==> src/design/r2e_pkg.sv <==
// Shared types, constants and the arctangent table for the rotation-to-Euler unit.
package r2e_pkg;

    localparam int LANE_W   = 20;
    localparam int Z_W      = 24;
    localparam int SQ_W     = 30;
    localparam int SQ_STEPS = 15;
    localparam int Q_DEPTH  = 4;
    localparam int Q_AW     = 2;

    localparam logic signed [Z_W-1:0] PI_Q20      = 24'sd3294199;
    localparam logic signed [13:0]    HALF_PI_Q12 = 14'sd6434;
    localparam logic signed [14:0]    PI_Q12      = 15'sd12868;
    localparam logic signed [15:0]    ONE_Q14     = 16'sd16384;

    typedef enum logic [1:0] {
        SING_NONE = 2'd0,
        SING_POS  = 2'd1,
        SING_NEG  = 2'd2
    } sing_t;

    typedef struct packed {
        sing_t              sing;
        logic signed [15:0] p;
        logic [SQ_W-1:0]    v;
        logic signed [16:0] py;
        logic signed [16:0] px;
        logic signed [16:0] yy;
        logic signed [16:0] yx;
    } item_t;

    typedef struct packed {
        logic                     zero;
        logic signed [LANE_W-1:0] x;
        logic signed [LANE_W-1:0] y;
        logic signed [Z_W-1:0]    z;
    } lane_t;

    function automatic logic signed [Z_W-1:0] atan_q20(input int i);
        logic signed [Z_W-1:0] a;
        case (i)
            0:  a = 24'sd823550;
            1:  a = 24'sd486170;
            2:  a = 24'sd256879;
            3:  a = 24'sd130396;
            4:  a = 24'sd65451;
            5:  a = 24'sd32757;
            6:  a = 24'sd16383;
            7:  a = 24'sd8192;
            8:  a = 24'sd4096;
            9:  a = 24'sd2048;
            10: a = 24'sd1024;
            11: a = 24'sd512;
            12: a = 24'sd256;
            13: a = 24'sd128;
            14: a = 24'sd64;
            15: a = 24'sd32;
            16: a = 24'sd16;
            17: a = 24'sd8;
            18: a = 24'sd4;
            19: a = 24'sd2;
            20: a = 24'sd1;
            default: a = '0;
        endcase
        return a;
    endfunction

    function automatic lane_t lane_init(input logic signed [LANE_W-1:0] y,
                                        input logic signed [LANE_W-1:0] x);
        lane_t l;
        l.zero = (x == '0) && (y == '0);
        l.x    = x;
        l.y    = y;
        l.z    = '0;
        if (x < 0)
        begin
            l.z = (y >= 0) ? PI_Q20 : -PI_Q20;
            l.x = -x;
            l.y = -y;
        end
        return l;
    endfunction

endpackage

==> src/design/r2e_front.sv <==
// Front end: configuration register, operand selection and singularity classification.
module r2e_front
(
    input  logic                 clk,
    input  logic                 rst_n,
    input  logic                 cfg_we,
    input  logic                 cfg_wdata,
    input  logic                 push,
    output logic                 full,
    input  logic signed [15:0]   m00,
    input  logic signed [15:0]   m01,
    input  logic signed [15:0]   m02,
    input  logic signed [15:0]   m10,
    input  logic signed [15:0]   m11,
    input  logic signed [15:0]   m12,
    input  logic signed [15:0]   m20,
    input  logic signed [15:0]   m21,
    input  logic signed [15:0]   m22,
    output logic                 q_push,
    input  logic                 q_full,
    output r2e_pkg::item_t       q_item
);

    logic            axis_order_reg;
    logic            valid_reg;
    logic            valid_next;
    r2e_pkg::item_t  item_reg;
    r2e_pkg::item_t  item_next;
    logic            load;
    logic signed [31:0] psq;

    assign full   = valid_reg && q_full;
    assign load   = push && !full;
    assign q_push = valid_reg;
    assign q_item = item_reg;

    always_comb
    begin
        item_next = item_reg;
        if (!axis_order_reg)
        begin
            item_next.p  = m12;
            item_next.py = 17'(m02);
            item_next.px = 17'(m22);
            item_next.yy = 17'(m10);
            item_next.yx = 17'(m11);
            if (m12 >= r2e_pkg::ONE_Q14 || m12 <= -r2e_pkg::ONE_Q14)
            begin
                item_next.py = -17'(m01);
                item_next.px = 17'(m00);
            end
        end
        else
        begin
            item_next.p  = m01;
            item_next.py = 17'(m21);
            item_next.px = 17'(m11);
            item_next.yy = 17'(m02);
            item_next.yx = 17'(m00);
            if (m01 >= r2e_pkg::ONE_Q14 || m01 <= -r2e_pkg::ONE_Q14)
            begin
                item_next.py = -17'(m20);
                item_next.px = 17'(m22);
            end
        end
        psq = 32'(item_next.p) * 32'(item_next.p);
        if (item_next.p >= r2e_pkg::ONE_Q14)
        begin
            item_next.sing = r2e_pkg::SING_POS;
            item_next.v    = '0;
        end
        else if (item_next.p <= -r2e_pkg::ONE_Q14)
        begin
            item_next.sing = r2e_pkg::SING_NEG;
            item_next.v    = '0;
        end
        else
        begin
            item_next.sing = r2e_pkg::SING_NONE;
            item_next.v    = r2e_pkg::SQ_W'(32'sd268435456 - psq);
        end
    end

    always_comb
    begin
        if (load)
            valid_next = 1'b1;
        else if (q_full)
            valid_next = valid_reg;
        else
            valid_next = 1'b0;
    end

    always_ff @(posedge clk or negedge rst_n)
    begin
        if (!rst_n)
        begin
            axis_order_reg <= 1'b0;
            valid_reg      <= 1'b0;
        end
        else
        begin
            if (cfg_we)
                axis_order_reg <= cfg_wdata;
            valid_reg <= valid_next;
        end
    end

    always_ff @(posedge clk)
    begin
        if (load)
            item_reg <= item_next;
    end

endmodule

==> config.mk <==
export PLATFORM = sky130hd
export DESIGN_NAME = r2e_front
export DESIGN_NICKNAME = d
export VERILOG_FILES = /design/src/design/r2e_pkg.sv /design/src/design/r2e_front.sv
export SDC_FILE = /design/constraint.sdc
export NUM_CORES = 1
export LEC_CHECK = 0
export ABC_AREA = 1
export ABC_CLOCK_PERIOD_IN_PS = 8100
export BUFFER_PORTS_ARGS = -buffer_cell sky130_fd_sc_hd__buf_2
export CORE_MARGIN = 1
export CORE_UTILIZATION = 40
export DETAILED_ROUTE_END_ITERATION = 8
export SETUP_SLACK_MARGIN = 0.05
export SLEW_MARGIN = 0
export SYNTH_ARGS = -nofsm -noshare
export SYNTH_HDL_FRONTEND = slang
export SYNTH_SLANG_ARGS = --single-unit
==> constraint.sdc <==
create_clock -name clk -period 8.1 [get_ports clk]
set_clock_uncertainty 0.15 [all_clocks]
set_input_delay 1.215 -clock clk [delete_from_list [all_inputs] [get_ports clk]]
set_output_delay 1.215 -clock clk [all_outputs]
set_load 0.02 [all_outputs]
==> impl_metrics.py <==
metrics = {
    "outcome": {
        "status": "completed",
    },
    "synthesis": {
        "synthArstFlopShare": 0.0175,
        "netlist_area_um2": 15300,
        "ys_seq_elements": 114,
        "yosys.area.top_type": "fa_1",
        "yosysMostFrequentCell": "inv_1",
        "synth-edff-count": 112,
        "yosys_warnings": 0,
        "syn_avg_cell_area_um2": 8.45,
        "synth_seq_area_share": 0.223,
        "synth_common_cells": "456 x inv_1, 289 x nand2_1, 228 x fa_1",
        "synth_top_area_frac": 0.299,
        "syn_nets": 2279,
        "synthCells": 1807,
        "synthDistinctLibCells": 44,
        "synthTopCellsByArea": "fa_1 30%, edfxtp_1 22%, inv_1 11%",
        "synthFlopType": "edfxtp_1",
    },
    "sta": {
        "tightest_slew_ns": 0.961,
        "fin_tns_setup_ns": 0,
        "hold_slack_ns": 0.363,
        "worst_slack_ns": 0.727,
        "slew-limit-headroom": 0.359,
        "fmax_mhz": 136,
        "hold_viol_final": 0,
        "post-route-period-util": 0.910,
        "final.min_clock_period_ns": 7.37,
        "setup_viol": 0,
        "rsz0062_at_grt": "false",
        "final_max_slew_viol_count": 0,
    },
    "place": {
        "finalWeightedCongestion": 0.904,
        "dp_cells": 2556,
        "hpwl_mm": 36.6,
        "port_buffers": 267,
        "pre_cts_slack_ns": 0.418,
    },
    "cells_and_area": {
        "drive_gt1_frac": 0.181,
        "largest_reg_flops": 112,
        "area.growth.synth_to_final_pct": 16.3,
        "final_nets": 2536,
        "n_fill_cell": 3715,
        "instances_no_fill": 2592,
    },
    "clock_tree": {
        "hold_buffers": 0,
        "post_cts_buffers": 0,
        "cts_resized": 0,
        "cts-htree-levels": 4,
        "clkSinkCount": 114,
        "clockRootBuffer": "clkbuf_16",
        "clk_pin_slew_ns": 0.06,
        "clock_latency_ns": 0.44,
        "cts_buffers": 17,
        "clockBufferDepth": 2,
        "cts_tree": "yes",
    },
    "floorplan": {
        "fp.dieW_um": 197,
        "core_area_um2": 37600,
        "die_h_um": 197,
        "num_rows": 71,
        "pin_count": 268,
        "dieArea_um2": 39000,
        "initial_core_util": 0.406,
    },
    "routing": {
        "drc": 0,
        "wl_mm": 44.5,
        "vias": 12866,
        "dr.pass1.iters": 6,
        "drt_iter0_drc": 676,
        "wire_per_inst_um": 17.2,
        "vias_per_cell": 4.96,
        "ant_nets": 0,
    },
    "global_route": {
        "grt_overflow": 0,
        "first_global_vias": 13528,
        "grt_use_total": 0.243,
        "grt_pass1_wl_mm": 72.0,
        "grt_max_degree": 87,
        "antenna_found_initial": 6,
    },
    "setup_path": {
        "startpoint_type": "input port",
        "cp.required_ns": 8.13,
        "path_max_fanout": 14,
        "cp-end-kind": "register",
        "crit_arrival_ns": 7.40,
        "crit_type": "input port to register",
    },
    "min_path": {
        "hp-class": "register to register",
    },
    "job": {
        "drv_cap": 0,
    },
}
## worst paths after layout
| path | from | end | slack [ns] | cells past startpoint |
|---|---|---|---|---|
| setup / recovery | m12[11] | q_item[90]$_SDFFCE_PP0P_ | 0.73 | 26 |
| hold / removal | q_push$_DFFE_PN0P_ | q_push$_DFFE_PN0P_ | 0.36 | 2 |
| setup reg to reg | axis_order_reg$_DFFE_PN0P_ | q_item[90]$_SDFFCE_PP0P_ | 0.87 | 23 |
| hold reg to reg | q_push$_DFFE_PN0P_ | q_push$_DFFE_PN0P_ | 0.36 | 2 |
| max in group asynchronous | rst_n | axis_order_reg$_DFFE_PN0P_ | 7.29 | 1 |
| min in group asynchronous | rst_n | q_push$_DFFE_PN0P_ | 0.39 | 1 |
## metal layers
layer / share of wire / GRT usage
met1: 0.40 / 0.289
met2: 0.51 / 0.435
met3: 0.062 / 0.0468
met4: 0.027 / 0.0853
met5: 0.00056 / 0
## cell type report
| type | count | area (um^2) | share of cell area |
|---|---|---|---|
| Multi-Input combinational cell | 1176 | 9870 | 0.556 |
| Antenna cell | 4 | 10.0 | 0.000564 |
| Sequential cell | 114 | 3420 | 0.192 |
| Tap cell | 511 | 639 | 0.0360 |
| Timing Repair Buffer | 292 | 1520 | 0.0858 |
| Clock inverter | 14 | 130 | 0.00733 |
| Clock buffer | 18 | 429 | 0.0242 |
| Inverter | 463 | 1740 | 0.0979 |
## kinds of logic (layout without fill, tap and decap cells)
| group | after synthesis | after routing | share of synthesized area |
|---|---|---|---|
| other cells | 0 | 4 | 0 |
| flops | 114 | 114 | 0.223 |
| xor+xnor | 40 | 40 | 0.0229 |
| simple gates | 594 | 594 | 0.159 |
| fa+ha+maj | 322 | 322 | 0.376 |
| buf+inv | 517 | 787 | 0.131 |
| compound gates | 220 | 220 | 0.0873 |
## critical path: stages
cell and delay (ns):
buf_2 0.09, inv_1 0.04, o21ai_2 0.27, inv_1 0.39, nor2_1 0.30, inv_1 0.09
fa_1 0.50, inv_1 0.05, fa_1 0.52, fa_1 0.54, inv_1 0.06, fa_1 0.46
fa_1 0.52, inv_1 0.06, fa_1 0.48, inv_1 0.05, ha_1 0.35, nand2_1 0.13
nor4_1 0.61, nand2_1 0.17, nand2_1 0.12, nand2_1 0.05, nor2_1 0.08, nor2_1 0.05
xor2_1 0.14, nor2_1 0.05
## stage by stage
stage	instance area, um^2	util
after floorplan	15300	-
after global placement	17200	0.457
after detailed placement	17200	0.457
after CTS	17700	0.472
after global routing	17800	0.473
final	17800	0.473
## layout by cell type (no fill, tap or decap), drive strengths merged, types with 2 or more instances in the layout
master,synthesis,routed
a211oi,2,2
a21o,6,6
a21oi,57,57
a31o,4,4
buf,15,292
clkbuf,39,18
clkinv,1,5
clkinvlp,0,4
dfrtp,2,2
diode,0,4
edfxtp,112,112
fa,228,228
ha,94,94
inv,462,467
nand2,293,293
nand3,47,47
nand3b,4,4
nand4,15,15
nor2,196,196
nor3,18,18
nor4,9,9
o211ai,22,22
o21a,4,4
o21ai,109,109
o21bai,8,8
o22ai,2,2
o31ai,2,2
or2,12,12
xnor2,8,8
xor2,32,32
Power is left out: the tool's default activity adds up to more than one toggle a clock period on the data nets, which glitch-free logic cannot reach.
