File: src/design/r2e_pkg.sv
// Shared types, constants and the arctangent table for the rotation-to-Euler unit.
package r2e_pkg;

    localparam int LANE_W   = 20;
    localparam int Z_W      = 24;
    localparam int SQ_W     = 30;
    localparam int SQ_STEPS = 15;
    localparam int Q_DEPTH  = 4;
    localparam int Q_AW     = 2;

    localparam logic signed [Z_W-1:0] PI_Q20      = 24'sd3294199;
    localparam logic signed [13:0]    HALF_PI_Q12 = 14'sd6434;
    localparam logic signed [14:0]    PI_Q12      = 15'sd12868;
    localparam logic signed [15:0]    ONE_Q14     = 16'sd16384;

    typedef enum logic [1:0] {
        SING_NONE = 2'd0,
        SING_POS  = 2'd1,
        SING_NEG  = 2'd2
    } sing_t;

    typedef struct packed {
        sing_t              sing;
        logic signed [15:0] p;
        logic [SQ_W-1:0]    v;
        logic signed [16:0] py;
        logic signed [16:0] px;
        logic signed [16:0] yy;
        logic signed [16:0] yx;
    } item_t;

    typedef struct packed {
        logic                     zero;
        logic signed [LANE_W-1:0] x;
        logic signed [LANE_W-1:0] y;
        logic signed [Z_W-1:0]    z;
    } lane_t;

    function automatic logic signed [Z_W-1:0] atan_q20(input int i);
        logic signed [Z_W-1:0] a;
        case (i)
            0:  a = 24'sd823550;
            1:  a = 24'sd486170;
            2:  a = 24'sd256879;
            3:  a = 24'sd130396;
            4:  a = 24'sd65451;
            5:  a = 24'sd32757;
            6:  a = 24'sd16383;
            7:  a = 24'sd8192;
            8:  a = 24'sd4096;
            9:  a = 24'sd2048;
            10: a = 24'sd1024;
            11: a = 24'sd512;
            12: a = 24'sd256;
            13: a = 24'sd128;
            14: a = 24'sd64;
            15: a = 24'sd32;
            16: a = 24'sd16;
            17: a = 24'sd8;
            18: a = 24'sd4;
            19: a = 24'sd2;
            20: a = 24'sd1;
            default: a = '0;
        endcase
        return a;
    endfunction

    function automatic lane_t lane_init(input logic signed [LANE_W-1:0] y,
                                        input logic signed [LANE_W-1:0] x);
        lane_t l;
        l.zero = (x == '0) && (y == '0);
        l.x    = x;
        l.y    = y;
        l.z    = '0;
        if (x < 0)
        begin
            l.z = (y >= 0) ? PI_Q20 : -PI_Q20;
            l.x = -x;
            l.y = -y;
        end
        return l;
    endfunction

endpackage

File: src/design/r2e_queue.sv
// Short queue between the front end and the arithmetic back end.
module r2e_queue
(
    input  logic            clk,
    input  logic            rst_n,
    input  logic            push,
    output logic            full,
    input  r2e_pkg::item_t  wr_item,
    input  logic            pop,
    output logic            empty,
    output r2e_pkg::item_t  rd_item
);

    r2e_pkg::item_t              mem [r2e_pkg::Q_DEPTH];
    logic [r2e_pkg::Q_AW-1:0]    wr_ptr_reg;
    logic [r2e_pkg::Q_AW-1:0]    rd_ptr_reg;
    logic [r2e_pkg::Q_AW:0]      count_reg;
    logic                        do_push;
    logic                        do_pop;

    assign full    = (count_reg == (r2e_pkg::Q_AW+1)'(r2e_pkg::Q_DEPTH));
    assign empty   = (count_reg == '0);
    assign do_push = push && !full;
    assign do_pop  = pop && !empty;
    assign rd_item = mem[rd_ptr_reg];

    always_ff @(posedge clk or negedge rst_n)
    begin
        if (!rst_n)
        begin
            wr_ptr_reg <= '0;
            rd_ptr_reg <= '0;
            count_reg  <= '0;
        end
        else
        begin
            if (do_push)
                wr_ptr_reg <= wr_ptr_reg + 1'b1;
            if (do_pop)
                rd_ptr_reg <= rd_ptr_reg + 1'b1;
            if (do_push && !do_pop)
                count_reg <= count_reg + 1'b1;
            else if (do_pop && !do_push)
                count_reg <= count_reg - 1'b1;
        end
    end

    always_ff @(posedge clk)
    begin
        if (do_push)
            mem[wr_ptr_reg] <= wr_item;
    end

endmodule

File: config.mk
export PLATFORM = sky130hd
export DESIGN_NAME = r2e_queue
export DESIGN_NICKNAME = d
export VERILOG_FILES = /design/src/design/r2e_pkg.sv /design/src/design/r2e_queue.sv
export SDC_FILE = /design/constraint.sdc
export NUM_CORES = 1
export LEC_CHECK = 0
export BUFFER_PORTS_ARGS = -buffer_cell sky130_fd_sc_hd__clkbuf_2
export CAP_MARGIN = 20
export CORE_AREA = 2 2 171 173
export CTS_BUF_LIST = sky130_fd_sc_hd__clkbuf_4 sky130_fd_sc_hd__clkbuf_8 sky130_fd_sc_hd__clkbuf_16
export CTS_CLUSTER_DIAMETER = 80
export DETAILED_ROUTE_END_ITERATION = 8
export DIE_AREA = 0 0 173 175
export GPL_ROUTABILITY_DRIVEN = 0
export PLACE_DENSITY = 0.83
export SYNTH_ARGS = -nofsm -noshare
export SYNTH_HDL_FRONTEND = slang
export SYNTH_SLANG_ARGS = --single-unit
File: constraint.sdc
create_clock -name clk -period 9.82 [get_ports clk]
set_clock_uncertainty 0.2 [all_clocks]
set_input_delay 0.491 -clock clk [delete_from_list [all_inputs] [get_ports clk]]
set_output_delay 0.491 -clock clk [all_outputs]
set_load 0.02 [all_outputs]
==> out/results.tsv, run 1 <==
stage	metric	value	unit
sta	setup_tns	0	ns
worst_hold_path	hp-class	in -> reg	
yosys	syn_area	17110	µm²
route	routedWlPerCell	23.95	µm
floorplanning	fp.dieH	175	µm
route	routed_wirelength	34540	µm
placement	port_buffers	237	
cells_and_area	area_growth	25.02	%
cells_and_area	largest_reg_flops	464	
setup_path	worstSetupStartpoint	rd_ptr_reg[0]	
global_route	met1_usage	0.3032	
pwr	p_int	4.523	mW
yosys	synthCells	642	
setup_path	cp.arrival	3.14	ns
pwr	pwr_density_cell	308.0	nW/µm²
placement	post-place-cells	1243	
global_route	grt_pass1_wl	53470	µm
sta	period_needed	3.832	ns
global_route	grtUsageMet2	0.4058	
placement	dp_hpwl	18400	µm
cts	cts_max_level	2	
worst_hold_path	hold_start	pop	
sta	fin_crit_sh	0.3903	
yosys	avgSynthCellArea	26.65	µm²
global_route	use_met3	0.05962	
cts	cts_buffers	46	
floorplanning	rows	62	
yosys	synthDistinctLibCells	21	
setup_path	required	9.13	ns
cells_and_area	layout-drive-gt1-share	0.4130	
sta	timing.fmax	260.9	MHz
sta	slew_headroom	0.2784	
floorplanning	die_w	173	µm
pwr	switching_share	0.3136	
status	outcome	completed	
route	first_pass_iters	4	
cts	post_cts_buffers	0	
global_route	grt_busiest_layer	met2	
cts	cts-root-buf	clkbuf_16	
global_route	overflow	0	
yosys	syn-num-nets	768	
cells_and_area	final_common_cell	edfxtp_1	
route	drc	0	
pwr	clkPwrFrac	0.267	
floorplanning	fp.dieArea	30280	µm²
sta	final_hold_viol_count	0	
pwr	seq_power_share	0.434	
pwr	vdd_ir_drop_max	0.2559	mV
sta	slew_violations	0	
floorplanning	start_util	0.6026	
cts	cts.sinks	471	
cts	cts_hold_buf	117	
cells_and_area	antenna_cells	0	
global_route	grt_max_degree	71	
yosys	yosysWarnings	0	
sta	rsz0062_at_grt	no	
cells_and_area	num-nets-final	1150	
cells_and_area	regArea	14120	µm²
cells_and_area	fill_cells	1506	
pwr	power.switching	2.066	mW
route	ant_nets	0	
setup_path	rrSetupSlack	6.45	ns
sta	tightest_slew	1.082	ns
cts	clk_pin_slew_worst_paths	0.06	ns
cts	clk_latency	0.54	ns
sta	finalSetupViolCount	0	
yosys	synth.ff_latch_count	471	
run	maxCapViolCount	0	
setup_path	r2r-start	count_reg[2]	
route	drtIter0Drc	709	
floorplanning	num_io_pins	238	
pwr	p_leak	7.463	nW
cells_and_area	fin_cells	1442	
cells_and_area	final_cell_mix	edfxtp_1, clkbuf_2, dlygate4sd3_1	
cts	cts_tree	yes	
yosys	seq_area_frac_synth	0.8246	
global_route	grt_usage	0.2360	
setup_path	cp_max_fo	43	
floorplanning	coreArea	28390	µm²
route	num_vias	8251	
cts	cts.repair.resized	0	
cts	cts_max_path_buffers	3	
setup_path	crit_path_end_kind	output port	
cells_and_area	multi_input_area	2843	µm²
route	vias_per_cell	5.722	
setup_path	crit_type	reg -> out	
setup_path	cp-start-kind	register	
pwr	comb_power_share	0.299	
global_route	grt_pass1_vias	9127	
global_route	antenna_found_initial	1	
[cells by family (layout without fill, tap and decap cells)]
family	count (synthesis)	after routing	share of synthesized area
simple gates	10	10	0.003656
mux	118	118	0.1540
xor+xnor	6	6	0.003071
flops	471	471	0.8246
buf+inv	31	447	0.009872
fa+ha+maj	6	6	0.004826
[worst paths after layout]
kind,endpoint,cells after the start
min,rd_ptr_reg[1],3
max in group asynchronous,rd_ptr_reg[1],2
max reg2reg,mem[1][78],4
min reg2reg,count_reg[2],1
max,rd_item[62],3
min in group asynchronous,count_reg[2],2
[critical path: stages, from the launching register on]
cell,delay (ns)
dfrtp_4,0.96
buf_4,0.80
mux4_2,0.63
clkbuf_2,0.18
[through the flow]
stage	hold WS [ns]	instance area (µm²)	total power [mW]	worst slack [ns]	utilization
2_1_floorplan	-0.004591	17110	4.228	5.602	-
3_3_place_gp	0.1395	18690	4.774	6.468	0.6584
3_5_place_dp	0.1453	18690	4.830	6.438	0.6584
4_1_cts	0.04652	21390	6.634	5.882	0.7534
5_1_grt	0.06271	21390	6.853	5.701	0.7534
6_report	0.06641	21390	6.589	5.988	0.7534
[synthesized netlist by cell type, drive strengths merged]
| library cell | instances | area share |
|---|---|---|
| dfrtp | 7 | 0.010 |
| nand2 | 1 | 0.00022 |
| inv | 4 | 0.00088 |
| nor2b | 1 | 0.00037 |
| edfxtp | 464 | 0.81 |
| mux2 | 2 | 0.0013 |
| nor2 | 1 | 0.00022 |
| and2 | 4 | 0.0015 |
| mux4 | 116 | 0.15 |
| xor2 | 2 | 0.0010 |
| xnor2 | 4 | 0.0020 |
| ha | 5 | 0.0037 |
| or3 | 1 | 0.00037 |
| clkbuf | 7 | 0.0015 |
| nor3b | 1 | 0.00073 |
| buf | 20 | 0.0075 |
| fa | 1 | 0.0012 |
| nand3 | 1 | 0.00029 |
[layout make-up]
class,count,share of cell area
well taps,384,0.02246
clock inverters,25,0.01129
flip-flops and latches,471,0.6599
multi-input cells,140,0.1329
repair buffers,361,0.1127
clock buffers,57,0.06013
inverters,4,0.0007019
[power groups by stage]
stage | clock network [mW] | logic [mW] | registers (mW)
floorplan | 0 | 1.43 | 2.80
global placement | 0 | 1.91 | 2.87
detailed placement | 0 | 1.93 | 2.90
CTS | 1.78 | 1.99 | 2.86
global route | 1.86 | 2.09 | 2.90
finish | 1.76 | 1.97 | 2.86
[layer usage]
layer | up-vias | wire [µm]
met3 | 53 | 2576
met4 | 2 | 673
met1 | 4291 | 13110
li1 | 3548 | -
met2 | 357 | 18170
met5 | - | 13
(Power assumes the default switching activity.)
==> run 2, diff against run 1 <==
--- a/config.mk
+++ b/config.mk
@@ -7,13 +7,13 @@
 export LEC_CHECK = 0
 export BUFFER_PORTS_ARGS = -buffer_cell sky130_fd_sc_hd__clkbuf_2
 export CAP_MARGIN = 20
-export CORE_AREA = 2 2 171 173
+export CORE_AREA = 2 2 187 189
 export CTS_BUF_LIST = sky130_fd_sc_hd__clkbuf_4 sky130_fd_sc_hd__clkbuf_8 sky130_fd_sc_hd__clkbuf_16
 export CTS_CLUSTER_DIAMETER = 80
 export DETAILED_ROUTE_END_ITERATION = 8
-export DIE_AREA = 0 0 173 175
+export DIE_AREA = 0 0 189 191
 export GPL_ROUTABILITY_DRIVEN = 0
-export PLACE_DENSITY = 0.83
+export PLACE_DENSITY = 0.74
 export SYNTH_ARGS = -nofsm -noshare
 export SYNTH_HDL_FRONTEND = slang
 export SYNTH_SLANG_ARGS = --single-unit
==> constraint.sdc (replaced) <==
create_clock -name clk -period 3.1 [get_ports clk]
set_clock_uncertainty 0.2 [all_clocks]
set_input_delay 0.155 -clock clk [delete_from_list [all_inputs] [get_ports clk]]
set_output_delay 0.155 -clock clk [all_outputs]
set_load 0.02 [all_outputs]
==> run 2 against run 1 <==
  * Sequential cell count stayed put
  * Hold slack better by 0.094 ns
  * Critical path depth stayed put
  * Clock-buffer cell count is 2 lower
  * Power grew to 3.2 times the previous value
  * Sequential share of layout area is 1.2 points lower
  * Critical endpoint is now rd_item[98]
  * Highest routed layer unchanged
==> out/results.tsv, run 2 (synthesis results as in run 1) <==
stage	metric	value	unit
status	outcome	completed	
cts	cts_max_path_buffers	3	
setup_path	crit_type	reg -> out	
setup_path	cpMaxStageDelayCell	dfrtp_4	
global_route	met1_usage	0.2459	
setup_path	required	2.74	ns
floorplanning	start_util	0.5015	
sta	timing.fmax	357.2	MHz
route	drc	0	
setup_path	regToRegEndpoint	count_reg[2]	
global_route	grt_busiest_layer	met2	
cts	clk_latency	0.56	ns
pwr	pwr_density_cell	968.0	nW/µm²
cts	cts_buffers	46	
sta	finalSetupViolCount	0	
global_route	grtUsageMet2	0.3247	
cells_and_area	area_growth	27.40	%
setup_path	rrSetupSlack	0.63	ns
sta	rsz0062_at_grt	no	
global_route	overflow	0	
sta	period_needed	2.800	ns
cts	cts.sinks	471	
floorplanning	fp.dieH	191	µm
route	drtIter0Drc	585	
pwr	power.switching	6.606	mW
route	first_pass_iters	5	
worst_hold_path	hp-class	in -> reg	
pwr	clkPwrFrac	0.263	
global_route	grt_max_degree	67	
pwr	fin_total_pwr	21.10	mW
pwr	switching_share	0.3131	
cts	cts-root-buf	clkbuf_16	
floorplanning	die_w	189	µm
run	maxCapViolCount	0	
placement	port_buffers	237	
cts	cts_tree	yes	
global_route	use_met3	0.05324	
setup_path	reg2reg_depth	8	
sta	slew_violations	0	
floorplanning	num_io_pins	238	
global_route	grt_usage	0.1915	
placement	dp_hpwl	21280	µm
cells_and_area	num-nets-final	1169	
sta	fin_crit_sh	0.9032	
sta	final_hold_viol_count	0	
cells_and_area	final_common_cell	edfxtp_1	
floorplanning	rows	68	
setup_path	cp_max_fo	30	
cells_and_area	largest_reg_flops	464	
cts	cts_max_level	2	
setup_path	max_stage_delay	0.77	ns
cells_and_area	fill_cells	2212	
global_route	antenna_found_initial	6	
cts	clk_pin_slew_worst_paths	0.06	ns
setup_path	cp-start-kind	register	
worst_hold_path	min_to	mem[3][27]	
floorplanning	fp.dieArea	36100	µm²
pwr	vdd_ir_drop_max	0.6684	mV
worst_hold_path	hold_depth	2	
pwr	p_leak	7.595	nW
pwr	comb_power_share	0.315	
global_route	grt_pass1_vias	8680	
cells_and_area	final_cell_mix	edfxtp_1, clkbuf_2, dlygate4sd3_1	
route	num_vias	8103	
setup_path	path_cells	buf_12 -> mux4_2 -> clkbuf_2	
cells_and_area	layout-drive-gt1-share	0.4236	
worst_hold_path	hold_start	wr_item[27]	
floorplanning	coreArea	34120	µm²
cts	post_cts_buffers	0	
sta	setup_tns	0	ns
route	vias_per_cell	5.286	
setup_path	r2r-start	count_reg[2]	
pwr	seq_power_share	0.422	
route	routedWlPerCell	22.35	µm
setup_path	crit_path_end_kind	output port	
sta	slew_headroom	0.5344	
route	ant_nets	0	
sta	tightest_slew	0.6983	ns
global_route	grt_pass1_wl	51590	µm
pwr	p_int	14.50	mW
setup_path	cp.arrival	2.44	ns
route	routed_wirelength	34270	µm
[run 2: changes by cell type in the layout (fill, tap and decap cells not counted), sizes merged]
cell         delta
dlygate4sd3     +3
bufinv          +1
diode           +4
clkinv          -5
buf            +16
clkinvlp        +1
inv             +2
clkbuf          -2
[run 2: worst max path at each step]
stage	from	to	slack, ns	depth (start not counted)
final	rd_ptr_reg[0]	rd_item[98]	0.30	3
after global routing	rd_ptr_reg[0]	rd_item[94]	0.14	3
after CTS	rd_ptr_reg[0]	rd_item[70]	0.21	3
after detailed placement	count_reg[2]	mem[1][4]	0.68	4
after global placement	count_reg[2]	count_reg[2]	0.73	8
after floorplan	count_reg[2]	mem[0][0]	0.17	4
[run 2: routing by layer]
metal / vias to the layer above / part of all wire
li1: 3586 / -
met3: 48 / 0.073
met2: 265 / 0.51
met4: 4 / 0.019
met5: - / 0.00073
met1: 4200 / 0.39
[run 2: layout make-up]
| type | count | area [µm²] | area share |
|---|---|---|---|
| flip-flops and latches | 471 | 14120 | 0.6476 |
| multi-input cells | 140 | 2843 | 0.1304 |
| repair buffers | 380 | 2735 | 0.1255 |
| clock buffers | 55 | 1219 | 0.05591 |
| well taps | 455 | 569.3 | 0.02612 |
| clock inverters | 24 | 291.5 | 0.01337 |
| inverters | 4 | 15.01 | 0.0006888 |
| diodes | 4 | 10.01 | 0.0004592 |
[run 2: power by group through the flow]
stage,logic (mW),clock network [mW],registers [mW]
final,6.65,5.54,8.91
after global routing,7.09,5.89,9.03
after CTS,6.81,5.66,8.93
after detailed placement,6.64,0,9.06
after global placement,6.64,0,8.98
after floorplan,4.54,0,8.77
[run 2: per-stage QoR]
| stage | utilization | hold WS [ns] | setup WS (ns) | std cells | instance area (µm²) |
|---|---|---|---|---|---|
| floorplan | - | -0.3406 | 0.1705 | 642 | 17120 |
| global placement | 0.5592 | -0.1946 | 0.7253 | 1330 | 19080 |
| detailed placement | 0.5592 | -0.1918 | 0.6819 | 1330 | 19080 |
| CTS | 0.6386 | 0.1246 | 0.2064 | 1529 | 21790 |
| global route | 0.6388 | 0.1576 | 0.1384 | 1532 | 21800 |
| finish | 0.6389 | 0.1607 | 0.3002 | 1533 | 21800 |
[run 2: what timing repair did]
action                                 CTS  global route
endpoints found under the hold margin  478             0
hold buffers                           120             0
resized for setup                        0             0
[run 2: worst max-delay path: cells and delay by family, from the launching register on]
family                 cells  cell delay, ns
multiplexers               1            0.57
flip-flops                 1            0.77
buffers and inverters      2            0.50
==> run 3, diff against run 2 <==
--- a/config.mk
+++ b/config.mk
@@ -7,11 +7,11 @@
 export LEC_CHECK = 0
 export BUFFER_PORTS_ARGS = -buffer_cell sky130_fd_sc_hd__clkbuf_2
 export CAP_MARGIN = 20
-export CORE_AREA = 2 2 187 189
+export CORE_AREA = 8 8 193 195
 export CTS_BUF_LIST = sky130_fd_sc_hd__clkbuf_4 sky130_fd_sc_hd__clkbuf_8 sky130_fd_sc_hd__clkbuf_16
 export CTS_CLUSTER_DIAMETER = 80
 export DETAILED_ROUTE_END_ITERATION = 8
-export DIE_AREA = 0 0 189 191
+export DIE_AREA = 0 0 201 203
 export GPL_ROUTABILITY_DRIVEN = 0
 export PLACE_DENSITY = 0.74
 export SYNTH_ARGS = -nofsm -noshare
==> run 3 against run 2 <==
  * First-iteration DRC count is 21% lower
  * Register-to-register slack gained 0.05 ns
  * Largest cell class unchanged
  * Critical endpoint is now rd_item[52]
  * Largest power group unchanged
  * Hold slack gained 0.019 ns
  * Design area is essentially flat
==> out/results.tsv, run 3 (synthesis results as in run 1) <==
stage	metric	value	unit
floorplanning	coreArea	34120	µm²
setup_path	worstSetupStartpoint	rd_ptr_reg[0]	
cts	post_cts_buffers	0	
global_route	overflow	0	
route	ant_nets	0	
setup_path	crit_type	reg -> out	
cts	cts_buffers	46	
sta	timing.fmax	372.5	MHz
cts	cts_max_level	2	
setup_path	crit_end	rd_item[52]	
placement	port_buffers	237	
sta	setup_tns	0	ns
route	vias_per_cell	5.296	
cells_and_area	regArea	14120	µm²
placement	dp_hpwl	20130	µm
floorplanning	fp.dieH	203	µm
setup_path	reg2reg_depth	8	
floorplanning	rows	68	
cts	cts.sinks	471	
sta	rsz0062_at_grt	no	
setup_path	cp_max_fo	41	
floorplanning	num_io_pins	238	
sta	slew_violations	0	
cts	clk_latency	0.54	ns
floorplanning	die_w	201	µm
cells_and_area	multi_input_area	2843	µm²
worst_hold_path	hp-class	in -> reg	
cts	cts_tree	yes	
sta	fin_crit_sh	0.8659	
setup_path	required	2.74	ns
pwr	p_leak	7.598	nW
sta	final_hold_viol_count	0	
pwr	vdd_ir_drop_max	0.5710	mV
route	first_pass_iters	4	
setup_path	crit_path_end_kind	output port	
cts	clk_pin_slew_worst_paths	0.06	ns
setup_path	regToRegEndpoint	count_reg[2]	
placement	place_area	19030	µm²
sta	slew_headroom	0.6633	
setup_path	r2r-start	count_reg[2]	
route	drc	0	
pwr	fin_total_pwr	21.14	mW
pwr	pwr_density_cell	969.4	nW/µm²
route	routed_wirelength	33820	µm
cells_and_area	largest_reg_flops	464	
global_route	grt_pass1_vias	8988	
cells_and_area	area_growth	27.42	%
cts	cts_max_path_buffers	3	
status	outcome	completed	
run	maxCapViolCount	0	
cells_and_area	layout-drive-gt1-share	0.4219	
cells_and_area	fill_cells	2236	
global_route	grt_usage	0.1638	
global_route	grt_max_degree	63	
route	routedWlPerCell	22.06	µm
cells_and_area	num-nets-final	1165	
sta	finalSetupViolCount	0	
global_route	antenna_found_initial	3	
sta	period_needed	2.684	ns
floorplanning	start_util	0.5015	
setup_path	cp-start-kind	register	
sta	tightest_slew	0.5041	ns
cells_and_area	final_cell_mix	edfxtp_1, clkbuf_2, dlygate4sd3_1	
cts	cts-root-buf	clkbuf_16	
setup_path	rrSetupSlack	0.68	ns
route	drtIter0Drc	463	
cells_and_area	final_common_cell	edfxtp_1	
global_route	grt_pass1_wl	51980	µm
setup_path	cp.arrival	2.33	ns
floorplanning	fp.dieArea	40800	µm²
cells_and_area	final_area	21800	µm²
route	num_vias	8119	
-- run 3: cell count changes in the layout (fill, tap and decap cells not counted), sizes merged --
cell / change
clkbuf: +8
inv: -2
bufinv: -1
clkinvlp: +1
buf: -4
diode: -2
-- run 3: metrics by stage --
stage                       util  instances  hold slack [ns]  setup slack (ns)
after floorplan                -        642          -0.3406            0.1705
after global placement    0.5579       1326          -0.1973            0.7191
after detailed placement  0.5579       1326          -0.1964            0.6938
after CTS                 0.6389       1531           0.1346            0.3466
after global routing      0.6390       1533           0.1673            0.2983
final                     0.6390       1533           0.1802            0.4157
-- run 3: repair_timing --
item | CTS | global route
hold endpoints to repair | 477 | 0
gates resized for setup | 0 | 0
endpoints found under the setup margin | 0 | 0
hold buffers | 120 | 0
-- run 3: worst min path at each step --
| stage | start | to | slack, ns | cells past startpoint |
|---|---|---|---|---|
| after global placement | rst_n | count_reg[2] | -0.20 | 1 |
| after floorplan | rst_n | count_reg[0] | -0.34 | 0 |
| after global routing | wr_item[48] | mem[1][48] | 0.17 | 2 |
| after detailed placement | rst_n | count_reg[2] | -0.20 | 1 |
| after CTS | wr_item[29] | mem[1][29] | 0.13 | 2 |
| final | wr_item[106] | mem[0][106] | 0.18 | 2 |
-- run 3: per-layer routing --
metal  part of all wire  global-route usage
met1               0.40              0.2051
met2               0.52              0.2847
met3              0.053             0.03618
met4              0.020             0.04757
met5            0.00035                   0
-- run 3: where the power goes --
part | leakage, nW | internal [mW] | switching (mW)
Clock | 0.773 | 3.42 | 2.20
Combinational | 2.50 | 2.76 | 4.01
Sequential | 4.33 | 8.41 | 0.327
-- run 3: worst max-delay path, stage by stage, from the launching register on --
cell	delay (ns)
dfrtp_4	0.62
buf_12	0.37
mux4_2	0.58
clkbuf_2	0.18
-- run 3: cell type report --
cell class                      instances  area share
Antenna cell                            2   0.0002296
Clock buffer                           63     0.06106
Clock inverter                         22     0.01056
Inverter                                4   0.0006887
Multi-Input combinational cell        140      0.1304
Sequential cell                       471      0.6475
Tap cell                              455     0.02611
Timing Repair Buffer                  376      0.1235
